==> src/rtl/tbrl_pkg.sv <==
// Package for the token bucket rate limiter: field widths, fixed-point
// constants, operation and register codes, unit status struct.
// No dependencies.
package tbrl_pkg;

    localparam int OP_W      = 2;
    localparam int ELAPSED_W = 32;
    localparam int RATE_W    = 32;
    localparam int CAP_W     = 16;
    localparam int WHOLE_W   = 16;
    localparam int RETRY_W   = 17;
    localparam int LEVEL_W   = 52;
    localparam int MICRO_W   = 20;
    localparam int PROD_W    = 66;
    localparam int NUM_W     = 36;
    localparam int QUOT_W    = 16;
    localparam int FRAC_W    = 16;
    localparam int CFG_IDX_W = 1;
    localparam int CFG_DATA_W = 32;
    localparam int MUL_STEPS = 32;

    localparam logic [LEVEL_W-1:0] ONE_TOKEN_UNITS = 52'd65536000000;
    localparam logic [MICRO_W-1:0] MICRO_PER_SEC   = 20'd1000000;
    localparam logic [RETRY_W-1:0] RETRY_MAX       = 17'd65536;

    localparam logic [RATE_W-1:0]  RATE_RESET    = 32'd655360;
    localparam logic [CAP_W-1:0]   CAP_RESET     = 16'd20;
    localparam logic [LEVEL_W-1:0] LEVEL_RESET   = 52'd1310720000000;
    localparam logic [LEVEL_W-1:0] DIVISOR_RESET = 52'd655360000000;

    localparam logic [OP_W-1:0] OP_PASS    = 2'd0;
    localparam logic [OP_W-1:0] OP_CONSUME = 2'd1;
    localparam logic [OP_W-1:0] OP_REFILL  = 2'd2;

    localparam logic [CFG_IDX_W-1:0] CFG_TOKEN_RATE      = 1'd0;
    localparam logic [CFG_IDX_W-1:0] CFG_BUCKET_CAPACITY = 1'd1;

    typedef struct packed {
        logic busy;
        logic done;
    } t_unit_stat;

endpackage

==> src/rtl/tbrl_in_if.sv <==
// Input channel of the token bucket rate limiter: valid/ready plus request fields.
// Depends on tbrl_pkg.
interface tbrl_in_if import tbrl_pkg::*; ();
    logic                 valid;
    logic                 ready;
    logic [OP_W-1:0]      operation;
    logic [ELAPSED_W-1:0] elapsed_us;

    modport source (output valid, output operation, output elapsed_us, input ready);
    modport sink   (input valid, input operation, input elapsed_us, output ready);
endinterface

==> src/rtl/tbrl_out_if.sv <==
// Output channel of the token bucket rate limiter: valid/ready plus result fields.
// Depends on tbrl_pkg.
interface tbrl_out_if import tbrl_pkg::*; ();
    logic               valid;
    logic               ready;
    logic               granted;
    logic [WHOLE_W-1:0] whole_tokens;
    logic [RETRY_W-1:0] retry_seconds;

    modport source (output valid, output granted, output whole_tokens,
                    output retry_seconds, input ready);
    modport sink   (input valid, input granted, input whole_tokens,
                    input retry_seconds, output ready);
endinterface

==> src/rtl/token_bucket_rate_limiter.sv <==
// Token bucket rate limiter top level: configuration, sequencer, bucket level.
// Depends on tbrl_pkg, tbrl_in_if, tbrl_out_if, tbrl_mul, tbrl_div.
//
//  channel  | dir | transaction contents
//  ---------+-----+--------------------------------------------------
//  i_in     | in  | operation[1:0], elapsed_us[31:0]
//  o_out    | out | granted, whole_tokens[15:0], retry_seconds[16:0]
//  i_cfg_*  | in  | write: index 0 token_rate, 1 bucket_capacity
//
// A transaction passes from accept to result through the bit-serial multiplier
// (one elapsed_us bit per cycle, a final fold and the hand-back), the serial
// divider (one quotient bit per cycle plus the hand-back) and the sequencing
// states S_SAT, S_OP, S_PREP and S_DONE.
// A transaction with a zero rate that comes up short skips the divider.
// The next request is taken the cycle after the result enters the output register.
// Reset is synchronous, active low; it fills the bucket to capacity at once.
// A stalled output holds its result; a new request is processed meanwhile and
// waits in the final state until the output register frees.
module token_bucket_rate_limiter import tbrl_pkg::*; (
    input  logic                  i_clk,
    input  logic                  i_rst_n,
    tbrl_in_if.sink               i_in,
    tbrl_out_if.source            o_out,
    input  logic                  i_cfg_we,
    input  logic [CFG_IDX_W-1:0]  i_cfg_idx,
    input  logic [CFG_DATA_W-1:0] i_cfg_data
);
    typedef enum logic [2:0] {
        S_IDLE,
        S_MUL,
        S_SAT,
        S_OP,
        S_PREP,
        S_DIV,
        S_DONE
    } t_state;

    // configuration and derived scale factors
    logic [RATE_W-1:0]  r_token_rate;
    logic [CAP_W-1:0]   r_bucket_capacity;
    logic [LEVEL_W-1:0] r_cap_units;
    logic [LEVEL_W-1:0] r_divisor;

    // sequencer and bucket state
    t_state             r_state, n_state;
    logic [LEVEL_W-1:0] r_level, n_level;
    logic [OP_W-1:0]    r_op;
    logic               r_elapsed_zero;
    logic               r_granted, n_granted;
    logic               r_short, n_short;
    logic               r_rate_zero, n_rate_zero;

    // output register
    logic               r_out_valid, n_out_valid;
    logic               r_out_granted, n_out_granted;
    logic [WHOLE_W-1:0] r_out_whole, n_out_whole;
    logic [RETRY_W-1:0] r_out_retry, n_out_retry;

    // serial units
    logic               in_fire;
    logic [PROD_W-1:0]  mul_sum;
    t_unit_stat         mul_stat;
    logic               div_start;
    logic [NUM_W-1:0]   div_num;
    logic [LEVEL_W-1:0] div_den;
    logic [QUOT_W-1:0]  div_quot;
    t_unit_stat         div_stat;
    logic [LEVEL_W-1:0] deficit_m1;
    logic [LEVEL_W-FRAC_W-1:0] cap_scaled;

    assign i_in.ready = (r_state == S_IDLE);
    assign in_fire    = i_in.valid && i_in.ready;

    // level + elapsed * rate, accumulated serially
    tbrl_mul u_mul (
        .i_clk    (i_clk),
        .i_rst_n  (i_rst_n),
        .i_start  (in_fire),
        .i_mcand  (r_token_rate),
        .i_mplier (i_in.elapsed_us),
        .i_addend (r_level),
        .o_sum    (mul_sum),
        .o_stat   (mul_stat)
    );

    // shared divider: whole tokens when at least one is held, else retry wait at a nonzero rate
    tbrl_div u_div (
        .i_clk   (i_clk),
        .i_rst_n (i_rst_n),
        .i_start (div_start),
        .i_num   (div_num),
        .i_den   (div_den),
        .o_quot  (div_quot),
        .o_stat  (div_stat)
    );

    assign cap_scaled = {{(NUM_W-CAP_W){1'b0}}, r_bucket_capacity}
                      * {{(NUM_W-MICRO_W){1'b0}}, MICRO_PER_SEC};
    assign deficit_m1 = ONE_TOKEN_UNITS - r_level - LEVEL_W'(1);

    always_comb begin
        n_state       = r_state;
        n_level       = r_level;
        n_granted     = r_granted;
        n_short       = r_short;
        n_rate_zero   = r_rate_zero;
        n_out_valid   = r_out_valid && !o_out.ready;
        n_out_granted = r_out_granted;
        n_out_whole   = r_out_whole;
        n_out_retry   = r_out_retry;
        div_start     = 1'b0;
        div_num       = r_level[LEVEL_W-1:FRAC_W];
        div_den       = {{(LEVEL_W-MICRO_W){1'b0}}, MICRO_PER_SEC};

        case (r_state)
            S_IDLE: begin
                if (in_fire) begin
                    n_state = S_MUL;
                end
            end
            S_MUL: begin
                if (mul_stat.done) begin
                    n_state = S_SAT;
                end
            end
            S_SAT: begin
                // refill by time and clamp at capacity; zero time leaves the level alone
                if (!r_elapsed_zero) begin
                    if ((r_level >= r_cap_units) ||
                        (mul_sum >= {{(PROD_W-LEVEL_W){1'b0}}, r_cap_units})) begin
                        n_level = r_cap_units;
                    end else begin
                        n_level = mul_sum[LEVEL_W-1:0];
                    end
                end
                n_state = S_OP;
            end
            S_OP: begin
                n_granted = 1'b0;
                case (r_op)
                    OP_CONSUME: begin
                        if (r_level >= ONE_TOKEN_UNITS) begin
                            n_level   = r_level - ONE_TOKEN_UNITS;
                            n_granted = 1'b1;
                        end
                    end
                    OP_REFILL: begin
                        n_level = r_cap_units;
                    end
                    default: begin
                    end
                endcase
                n_state = S_PREP;
            end
            S_PREP: begin
                n_short     = (r_level < ONE_TOKEN_UNITS);
                n_rate_zero = (r_token_rate == '0);
                if (r_level >= ONE_TOKEN_UNITS) begin
                    // whole tokens: (level >> 16) / 10^6
                    div_start = 1'b1;
                    n_state   = S_DIV;
                end else if (r_token_rate != '0) begin
                    // retry wait: ceil(deficit / divisor) = floor((deficit - 1) / divisor) + 1
                    div_start = 1'b1;
                    div_num   = deficit_m1[NUM_W-1:0];
                    div_den   = r_divisor;
                    n_state   = S_DIV;
                end else begin
                    n_state = S_DONE;
                end
            end
            S_DIV: begin
                if (div_stat.done) begin
                    n_state = S_DONE;
                end
            end
            S_DONE: begin
                // load the output register once it is free or being drained
                if (!r_out_valid || o_out.ready) begin
                    n_out_valid   = 1'b1;
                    n_out_granted = r_granted;
                    if (r_short) begin
                        n_out_whole = '0;
                        n_out_retry = r_rate_zero ? RETRY_MAX
                                                  : ({1'b0, div_quot} + RETRY_W'(1));
                    end else begin
                        n_out_whole = div_quot;
                        n_out_retry = '0;
                    end
                    n_state = S_IDLE;
                end
            end
            default: begin
                n_state = S_IDLE;
            end
        endcase
    end

    always_ff @(posedge i_clk) begin
        if (!i_rst_n) begin
            r_state           <= S_IDLE;
            r_token_rate      <= RATE_RESET;
            r_bucket_capacity <= CAP_RESET;
            r_cap_units       <= LEVEL_RESET;
            r_divisor         <= DIVISOR_RESET;
            r_level           <= LEVEL_RESET;
            r_out_valid       <= 1'b0;
        end else begin
            r_state     <= n_state;
            r_level     <= n_level;
            r_out_valid <= n_out_valid;
            // scale factors are registered from the configuration registers and follow them in the next cycle
            r_cap_units <= {cap_scaled, {FRAC_W{1'b0}}};
            r_divisor   <= {{(LEVEL_W-RATE_W){1'b0}}, r_token_rate}
                         * {{(LEVEL_W-MICRO_W){1'b0}}, MICRO_PER_SEC};
            if (i_cfg_we) begin
                case (i_cfg_idx)
                    CFG_TOKEN_RATE: begin
                        r_token_rate <= i_cfg_data[RATE_W-1:0];
                    end
                    CFG_BUCKET_CAPACITY: begin
                        r_bucket_capacity <= i_cfg_data[CAP_W-1:0];
                    end
                    default: begin
                    end
                endcase
            end
        end
        if (in_fire) begin
            r_op           <= i_in.operation;
            r_elapsed_zero <= (i_in.elapsed_us == '0);
        end
        r_granted     <= n_granted;
        r_short       <= n_short;
        r_rate_zero   <= n_rate_zero;
        r_out_granted <= n_out_granted;
        r_out_whole   <= n_out_whole;
        r_out_retry   <= n_out_retry;
    end

    assign o_out.valid         = r_out_valid;
    assign o_out.granted       = r_out_granted;
    assign o_out.whole_tokens  = r_out_whole;
    assign o_out.retry_seconds = r_out_retry;

    // the multiplier is only ever busy while a transaction is in flight
    a_mul_idle: assert property (@(posedge i_clk) disable iff (!i_rst_n)
        (r_state == S_IDLE) |-> !mul_stat.busy)
        else $error("multiplier busy while idle");

    // time refill never leaves the level above capacity
    a_sat_cap: assert property (@(posedge i_clk) disable iff (!i_rst_n)
        (r_state == S_SAT && !r_elapsed_zero) |=> (r_level <= $past(r_cap_units)))
        else $error("level above capacity after refill");

    // while waiting on the divider it is running or just finished
    a_div_run: assert property (@(posedge i_clk) disable iff (!i_rst_n)
        (r_state == S_DIV) |-> (div_stat.busy || div_stat.done))
        else $error("divider stalled");

    // leaving the final state always presents a result
    a_done_load: assert property (@(posedge i_clk) disable iff (!i_rst_n)
        (r_state == S_DONE && n_state == S_IDLE) |=> r_out_valid)
        else $error("result not loaded");

endmodule

==> src/rtl/tbrl_mul.sv <==
// Bit-serial multiply-accumulate: sum = mcand * mplier + addend, one multiplier
// bit per cycle, low addend bits fed in serially, the rest folded in at the end. Depends on tbrl_pkg.
module tbrl_mul import tbrl_pkg::*; (
    input  logic                 i_clk,
    input  logic                 i_rst_n,
    input  logic                 i_start,
    input  logic [RATE_W-1:0]    i_mcand,
    input  logic [ELAPSED_W-1:0] i_mplier,
    input  logic [LEVEL_W-1:0]   i_addend,
    output logic [PROD_W-1:0]    o_sum,
    output t_unit_stat           o_stat
);
    localparam int CNT_W = $clog2(MUL_STEPS + 1);
    localparam int HI_W  = PROD_W - ELAPSED_W;

    logic [HI_W-1:0]      r_hi;
    logic [ELAPSED_W-1:0] r_lo;
    logic [LEVEL_W-1:0]   r_add;
    logic [RATE_W-1:0]    r_mcand;
    logic [CNT_W-1:0]     r_cnt;
    logic                 r_busy;
    logic                 r_done;
    logic [HI_W-1:0]      step_sum;

    // Add the selected partial product and one addend bit at the low end of the high half.
    assign step_sum = r_hi
                    + (r_lo[0] ? {{(HI_W-RATE_W){1'b0}}, r_mcand} : {HI_W{1'b0}})
                    + {{(HI_W-1){1'b0}}, r_add[0]};

    always_ff @(posedge i_clk) begin
        if (!i_rst_n) begin
            r_busy <= 1'b0;
            r_done <= 1'b0;
            r_cnt  <= '0;
        end else begin
            r_done <= 1'b0;
            if (i_start) begin
                r_hi    <= '0;
                r_lo    <= i_mplier;
                r_add   <= i_addend;
                r_mcand <= i_mcand;
                r_cnt   <= '0;
                r_busy  <= 1'b1;
            end else if (r_busy) begin
                if (r_cnt != CNT_W'(MUL_STEPS)) begin
                    r_hi  <= {1'b0, step_sum[HI_W-1:1]};
                    r_lo  <= {step_sum[0], r_lo[ELAPSED_W-1:1]};
                    r_add <= r_add >> 1;
                    r_cnt <= r_cnt + 1'b1;
                end else begin
                    // fold in the addend bits above the low half
                    r_hi   <= r_hi + {{(HI_W-(LEVEL_W-ELAPSED_W)){1'b0}},
                                      r_add[LEVEL_W-ELAPSED_W-1:0]};
                    r_busy <= 1'b0;
                    r_done <= 1'b1;
                end
            end
        end
    end

    assign o_sum       = {r_hi, r_lo};
    assign o_stat.busy = r_busy;
    assign o_stat.done = r_done;
endmodule

==> src/rtl/tbrl_div.sv <==
// Restoring divider, one quotient bit per cycle, for quotients that fit 16 bits.
// Depends on tbrl_pkg.
module tbrl_div import tbrl_pkg::*; (
    input  logic               i_clk,
    input  logic               i_rst_n,
    input  logic               i_start,
    input  logic [NUM_W-1:0]   i_num,
    input  logic [LEVEL_W-1:0] i_den,
    output logic [QUOT_W-1:0]  o_quot,
    output t_unit_stat         o_stat
);
    localparam int DEN_W = LEVEL_W + QUOT_W - 1;
    localparam int CNT_W = $clog2(QUOT_W);

    logic [NUM_W-1:0]  r_rem;
    logic [DEN_W-1:0]  r_den;
    logic [QUOT_W-1:0] r_quot;
    logic [CNT_W-1:0]  r_cnt;
    logic              r_busy;
    logic              r_done;
    logic              fits;

    assign fits = (r_den[DEN_W-1:NUM_W] == '0) && (r_den[NUM_W-1:0] <= r_rem);

    always_ff @(posedge i_clk) begin
        if (!i_rst_n) begin
            r_busy <= 1'b0;
            r_done <= 1'b0;
            r_cnt  <= '0;
        end else begin
            r_done <= 1'b0;
            if (i_start) begin
                r_rem  <= i_num;
                r_den  <= {i_den, {(QUOT_W-1){1'b0}}};
                r_quot <= '0;
                r_cnt  <= '0;
                r_busy <= 1'b1;
            end else if (r_busy) begin
                if (fits) begin
                    r_rem <= r_rem - r_den[NUM_W-1:0];
                end
                r_quot <= {r_quot[QUOT_W-2:0], fits};
                r_den  <= r_den >> 1;
                r_cnt  <= r_cnt + 1'b1;
                if (r_cnt == CNT_W'(QUOT_W - 1)) begin
                    r_busy <= 1'b0;
                    r_done <= 1'b1;
                end
            end
        end
    end

    assign o_quot      = r_quot;
    assign o_stat.busy = r_busy;
    assign o_stat.done = r_done;
endmodule
==> src/flat_wrapper.sv <==
// flat-port wrapper written by rule: the top's interface ports become plain ports
module token_bucket_rate_limiter_flat import tbrl_pkg::*;
  (i_clk, i_rst_n, i_cfg_we, i_cfg_idx, i_cfg_data, i_in_valid, i_in_operation, i_in_elapsed_us, i_in_ready, o_out_valid, o_out_granted, o_out_whole_tokens, o_out_retry_seconds, o_out_ready);
  tbrl_in_if i_in_i ();
  tbrl_out_if o_out_i ();
  input  logic i_clk;
  input  logic i_rst_n;
  input  logic i_cfg_we;
  input  logic [CFG_IDX_W-1:0] i_cfg_idx;
  input  logic [CFG_DATA_W-1:0] i_cfg_data;
  input wire logic [$bits(i_in_i.valid)-1:0] i_in_valid;
  input wire logic [$bits(i_in_i.operation)-1:0] i_in_operation;
  input wire logic [$bits(i_in_i.elapsed_us)-1:0] i_in_elapsed_us;
  output wire logic [$bits(i_in_i.ready)-1:0] i_in_ready;
  output wire logic [$bits(o_out_i.valid)-1:0] o_out_valid;
  output wire logic [$bits(o_out_i.granted)-1:0] o_out_granted;
  output wire logic [$bits(o_out_i.whole_tokens)-1:0] o_out_whole_tokens;
  output wire logic [$bits(o_out_i.retry_seconds)-1:0] o_out_retry_seconds;
  input wire logic [$bits(o_out_i.ready)-1:0] o_out_ready;
  assign i_in_i.valid = i_in_valid;
  assign i_in_i.operation = i_in_operation;
  assign i_in_i.elapsed_us = i_in_elapsed_us;
  assign i_in_ready = i_in_i.ready;
  assign o_out_valid = o_out_i.valid;
  assign o_out_granted = o_out_i.granted;
  assign o_out_whole_tokens = o_out_i.whole_tokens;
  assign o_out_retry_seconds = o_out_i.retry_seconds;
  assign o_out_i.ready = o_out_ready;
  token_bucket_rate_limiter u_core (.i_clk(i_clk), .i_rst_n(i_rst_n), .i_in(i_in_i), .o_out(o_out_i), .i_cfg_we(i_cfg_we), .i_cfg_idx(i_cfg_idx), .i_cfg_data(i_cfg_data));
endmodule
==> config.mk <==
export PLATFORM = sky130hd
export DESIGN_NAME = token_bucket_rate_limiter_flat
export DESIGN_NICKNAME = d
export VERILOG_FILES = /design/src/rtl/tbrl_pkg.sv /design/src/rtl/tbrl_in_if.sv /design/src/rtl/tbrl_out_if.sv /design/src/rtl/token_bucket_rate_limiter.sv /design/src/rtl/tbrl_mul.sv /design/src/rtl/tbrl_div.sv /design/src/flat_wrapper.sv
export SDC_FILE = /design/constraint.sdc
export NUM_CORES = 2
export LEC_CHECK = 0
export ABC_CLOCK_PERIOD_IN_PS = 6650
export BUFFER_PORTS_ARGS = -buffer_cell sky130_fd_sc_hd__buf_2
export CAP_MARGIN = 15
export CELL_PAD_IN_SITES_DETAIL_PLACEMENT = 1
export CELL_PAD_IN_SITES_GLOBAL_PLACEMENT = 1
export CORE_ASPECT_RATIO = 0.6
export CORE_MARGIN = 5
export CORE_UTILIZATION = 35
export CTS_BUF_LIST = sky130_fd_sc_hd__clkbuf_8
export DETAILED_ROUTE_END_ITERATION = 12
export PLACE_DENSITY = 0.71
export SLEW_MARGIN = 20
export SYNTH_ARGS = -nofsm -noshare
export SYNTH_HDL_FRONTEND = slang
export SYNTH_HIERARCHICAL = 1
export SYNTH_SLANG_ARGS = --single-unit
==> constraint.sdc <==
create_clock -name i_clk -period 6.65 [get_ports i_clk]
set_clock_uncertainty 0.1 [all_clocks]
set_input_delay 1.33 -clock i_clk [delete_from_list [all_inputs] [get_ports i_clk]]
set_output_delay 1.33 -clock i_clk [all_outputs]
set_load 0.03 [all_outputs]
==> results by group <==
Floorplanning
  • Initial core utilization: 0.352
  • Core area: 107000 um2
  • Row Count: 93
  • Die width: 433 um
  • Num ports: 108
  • Die ar.: 114000 um2
  • Chip height: 264 um

Synthesis
  • Synth Area per Inst: 9.92 um2
  • Synthesis Warnings: 6
  • Post-Syn Instances: 3796
  • Netlist Area Pre-Place: 37600 um2

Finish
  • Commonest cells after routing, fill and taps aside: 429 x ha_1, 380 x inv_1, 339 x nand2_1
  • Area Overhead vs Synth: 11.2%
  • Share of layout cells above drive strength 1: 0.121
  • Final core utilization: 0.391
  • Post-route insts no fill: 5437
  • Commonest non-fill, non-tap cell in the layout: ha_1
  • Filler cells: 12200
  • # nets final: 4631

Clock network
  • Hold_buf cts: 0
  • CTS sink count: 503
  • CTS buffer count: 85
  • Clk_lat worst skew: 770 ps
  • Resized cells post-CTS: 0
  • CTS tree: done
  • H-tree depth: 3
  • CTS root buf: clkbuf_8
  • Clock Path Buffers: 3
  • Reg clk slew, reported paths: 70 ps
  • Post-CTS setup buffer count: 0

Run status
  • Outcome: finished, final reports clean

Routing
  • Vias: 29300
  • Final wirelength: 117 mm
  • DRC: 0
  • Final ANT Viol Nets: 0
  • Violation count after the first detailed-route iteration: 2478
  • Pre-Repair DR Iteration Count: 5
  • Vias per Instance: 5.39
  • WL/cell: 21.5 um

Place
  • GPL Wtd Cong: 0.896
  • Port Buffers: 107
  • Placed insts: 5274
  • DP Wirelength: 91.9 mm

Power and ir drop
  • Cell Pwr Density: 262 nW/um2
  • Psw: 4.07 mW
  • Clk pwr share: 0.276
  • Internal: 6.90 mW
  • Peak VDD IR: 0.000158 V
  • Sw Share: 0.371
  • Sequential share of power: 0.363
  • Pleak: 18.3 nW
  • Overall power consumption: 11.0 mW
  • Combinational share of power: 0.361

Timing
  • Final Setup Violations: 0
  • TNS Setup: 0 ps
  • RSZ-0062 raised after global routing: false
  • Least-Margin Pin Slew: 1070 ps
  • Min cycle time layout: 6320 ps
  • Max_slew headroom: 0.287
  • Achievable Freq: 158 MHz
  • Final hold violations: 0
  • Slew Limit Fails: 0
  • Period utilization: 0.950

Global routing
  • GRT Total Usage: 0.203
  • Number of global-route vias before repair: 30400
  • Initial antenna violation count: 6
  • First-pass GRT wire length: 181 mm
  • Remaining global-route overflow: 0
  • Largest net degree at the start of global routing: 92

Setup path
  • WP data arrival: 6880 ps
  • Worst Path Required: 7220 ps
  • Setup crit end kind: flop
  • Critical-path maximum fanout: 7
  • Setup CP Type: flop to flop
  • Crit path launch type: flop

Hold path
  • Worst hold path class: flop to flop

Job
  • Max-Cap Viols: 0
==> path summary, 6_finish.rpt <==
| kind | start | endpoint | slack [ps] | cells past startpoint |
|---|---|---|---|---|
| setup / recovery | u_core/r_token_rate[3] | u_core/r_divisor[50] | 330 | 21 |
| hold / removal | u_core/r_granted | u_core/o_out.granted | 340 | 0 |
| setup reg to reg | u_core/r_token_rate[3] | u_core/r_divisor[50] | 330 | 21 |
| hold reg to reg | u_core/r_granted | u_core/o_out.granted | 340 | 0 |
==> stage by stage <==
stage                     setup WS, ps  hold WS (ps)  cell area [um2]
after floorplan                    833           300            37700
after global placement             388           325            40000
after detailed placement           245           321            40000
after CTS                          203           346            41800
after global routing              16.6           351            41900
final                              333           339            41900
==> registers in the layout, indices dropped and copies added (netlist names), 30 cells and up <==
signal,count
u_core/r_level,52
u_core/r_cap_units,30
u_core/r_divisor,46
u_core/u_mul/r_add,52
u_core/u_div/r_den,67
u_core/u_mul/r_lo,32
u_core/r_token_rate,32
u_core/u_div/r_rem,36
u_core/u_mul/r_hi,34
u_core/u_mul/r_mcand,32
==> worst max-delay path, stage by stage, from the launching register on <==
cell and delay (ps):
dfxtp_1 460, inv_1 180, fa_1 530, inv_1 60
fa_1 500, fa_1 580, fa_1 430, ha_1 290
inv_1 60, fa_1 510, inv_1 50, ha_1 370
a21oi_1 220, o22ai_1 110, a32oi_1 240, o21ai_0 230
o41ai_2 360, nand3b_1 190, a21oi_2 250, o21ai_0 120
o22ai_1 210, mux2i_1 190
==> per-layer routing <==
| metal | wire [um] | vias up | GRT usage |
|---|---|---|---|
| met2 | 47400 | 863 | 0.291 |
| met5 | 82 | - | 0.00546 |
| met1 | 56600 | 14700 | 0.302 |
| met3 | 10200 | 148 | 0.0558 |
| li1 | - | 13600 | - |
| met4 | 2480 | 2 | 0.0463 |
==> cell type report <==
cell class              instances  area, um2  share of cell area
multi-input cells            2811      22700               0.542
well taps                    1425       1780              0.0426
diodes                          3       7.51            0.000179
inverters                     360       1360              0.0324
clock inverters                59        432              0.0103
flip-flops and latches        503      13200               0.314
repair buffers                175       1060              0.0253
clock buffers                 101       1390              0.0332
==> power groups by stage <==
stage | logic [mW] | clock network [mW] | registers, mW
floorplan | 2.93 | 0 | 3.89
global placement | 3.82 | 0 | 4.02
detailed placement | 3.93 | 0 | 4.03
CTS | 3.97 | 3.13 | 3.97
global route | 4.48 | 3.27 | 4.00
finish | 3.96 | 3.03 | 3.98
Power figures use the tool's default switching activity.
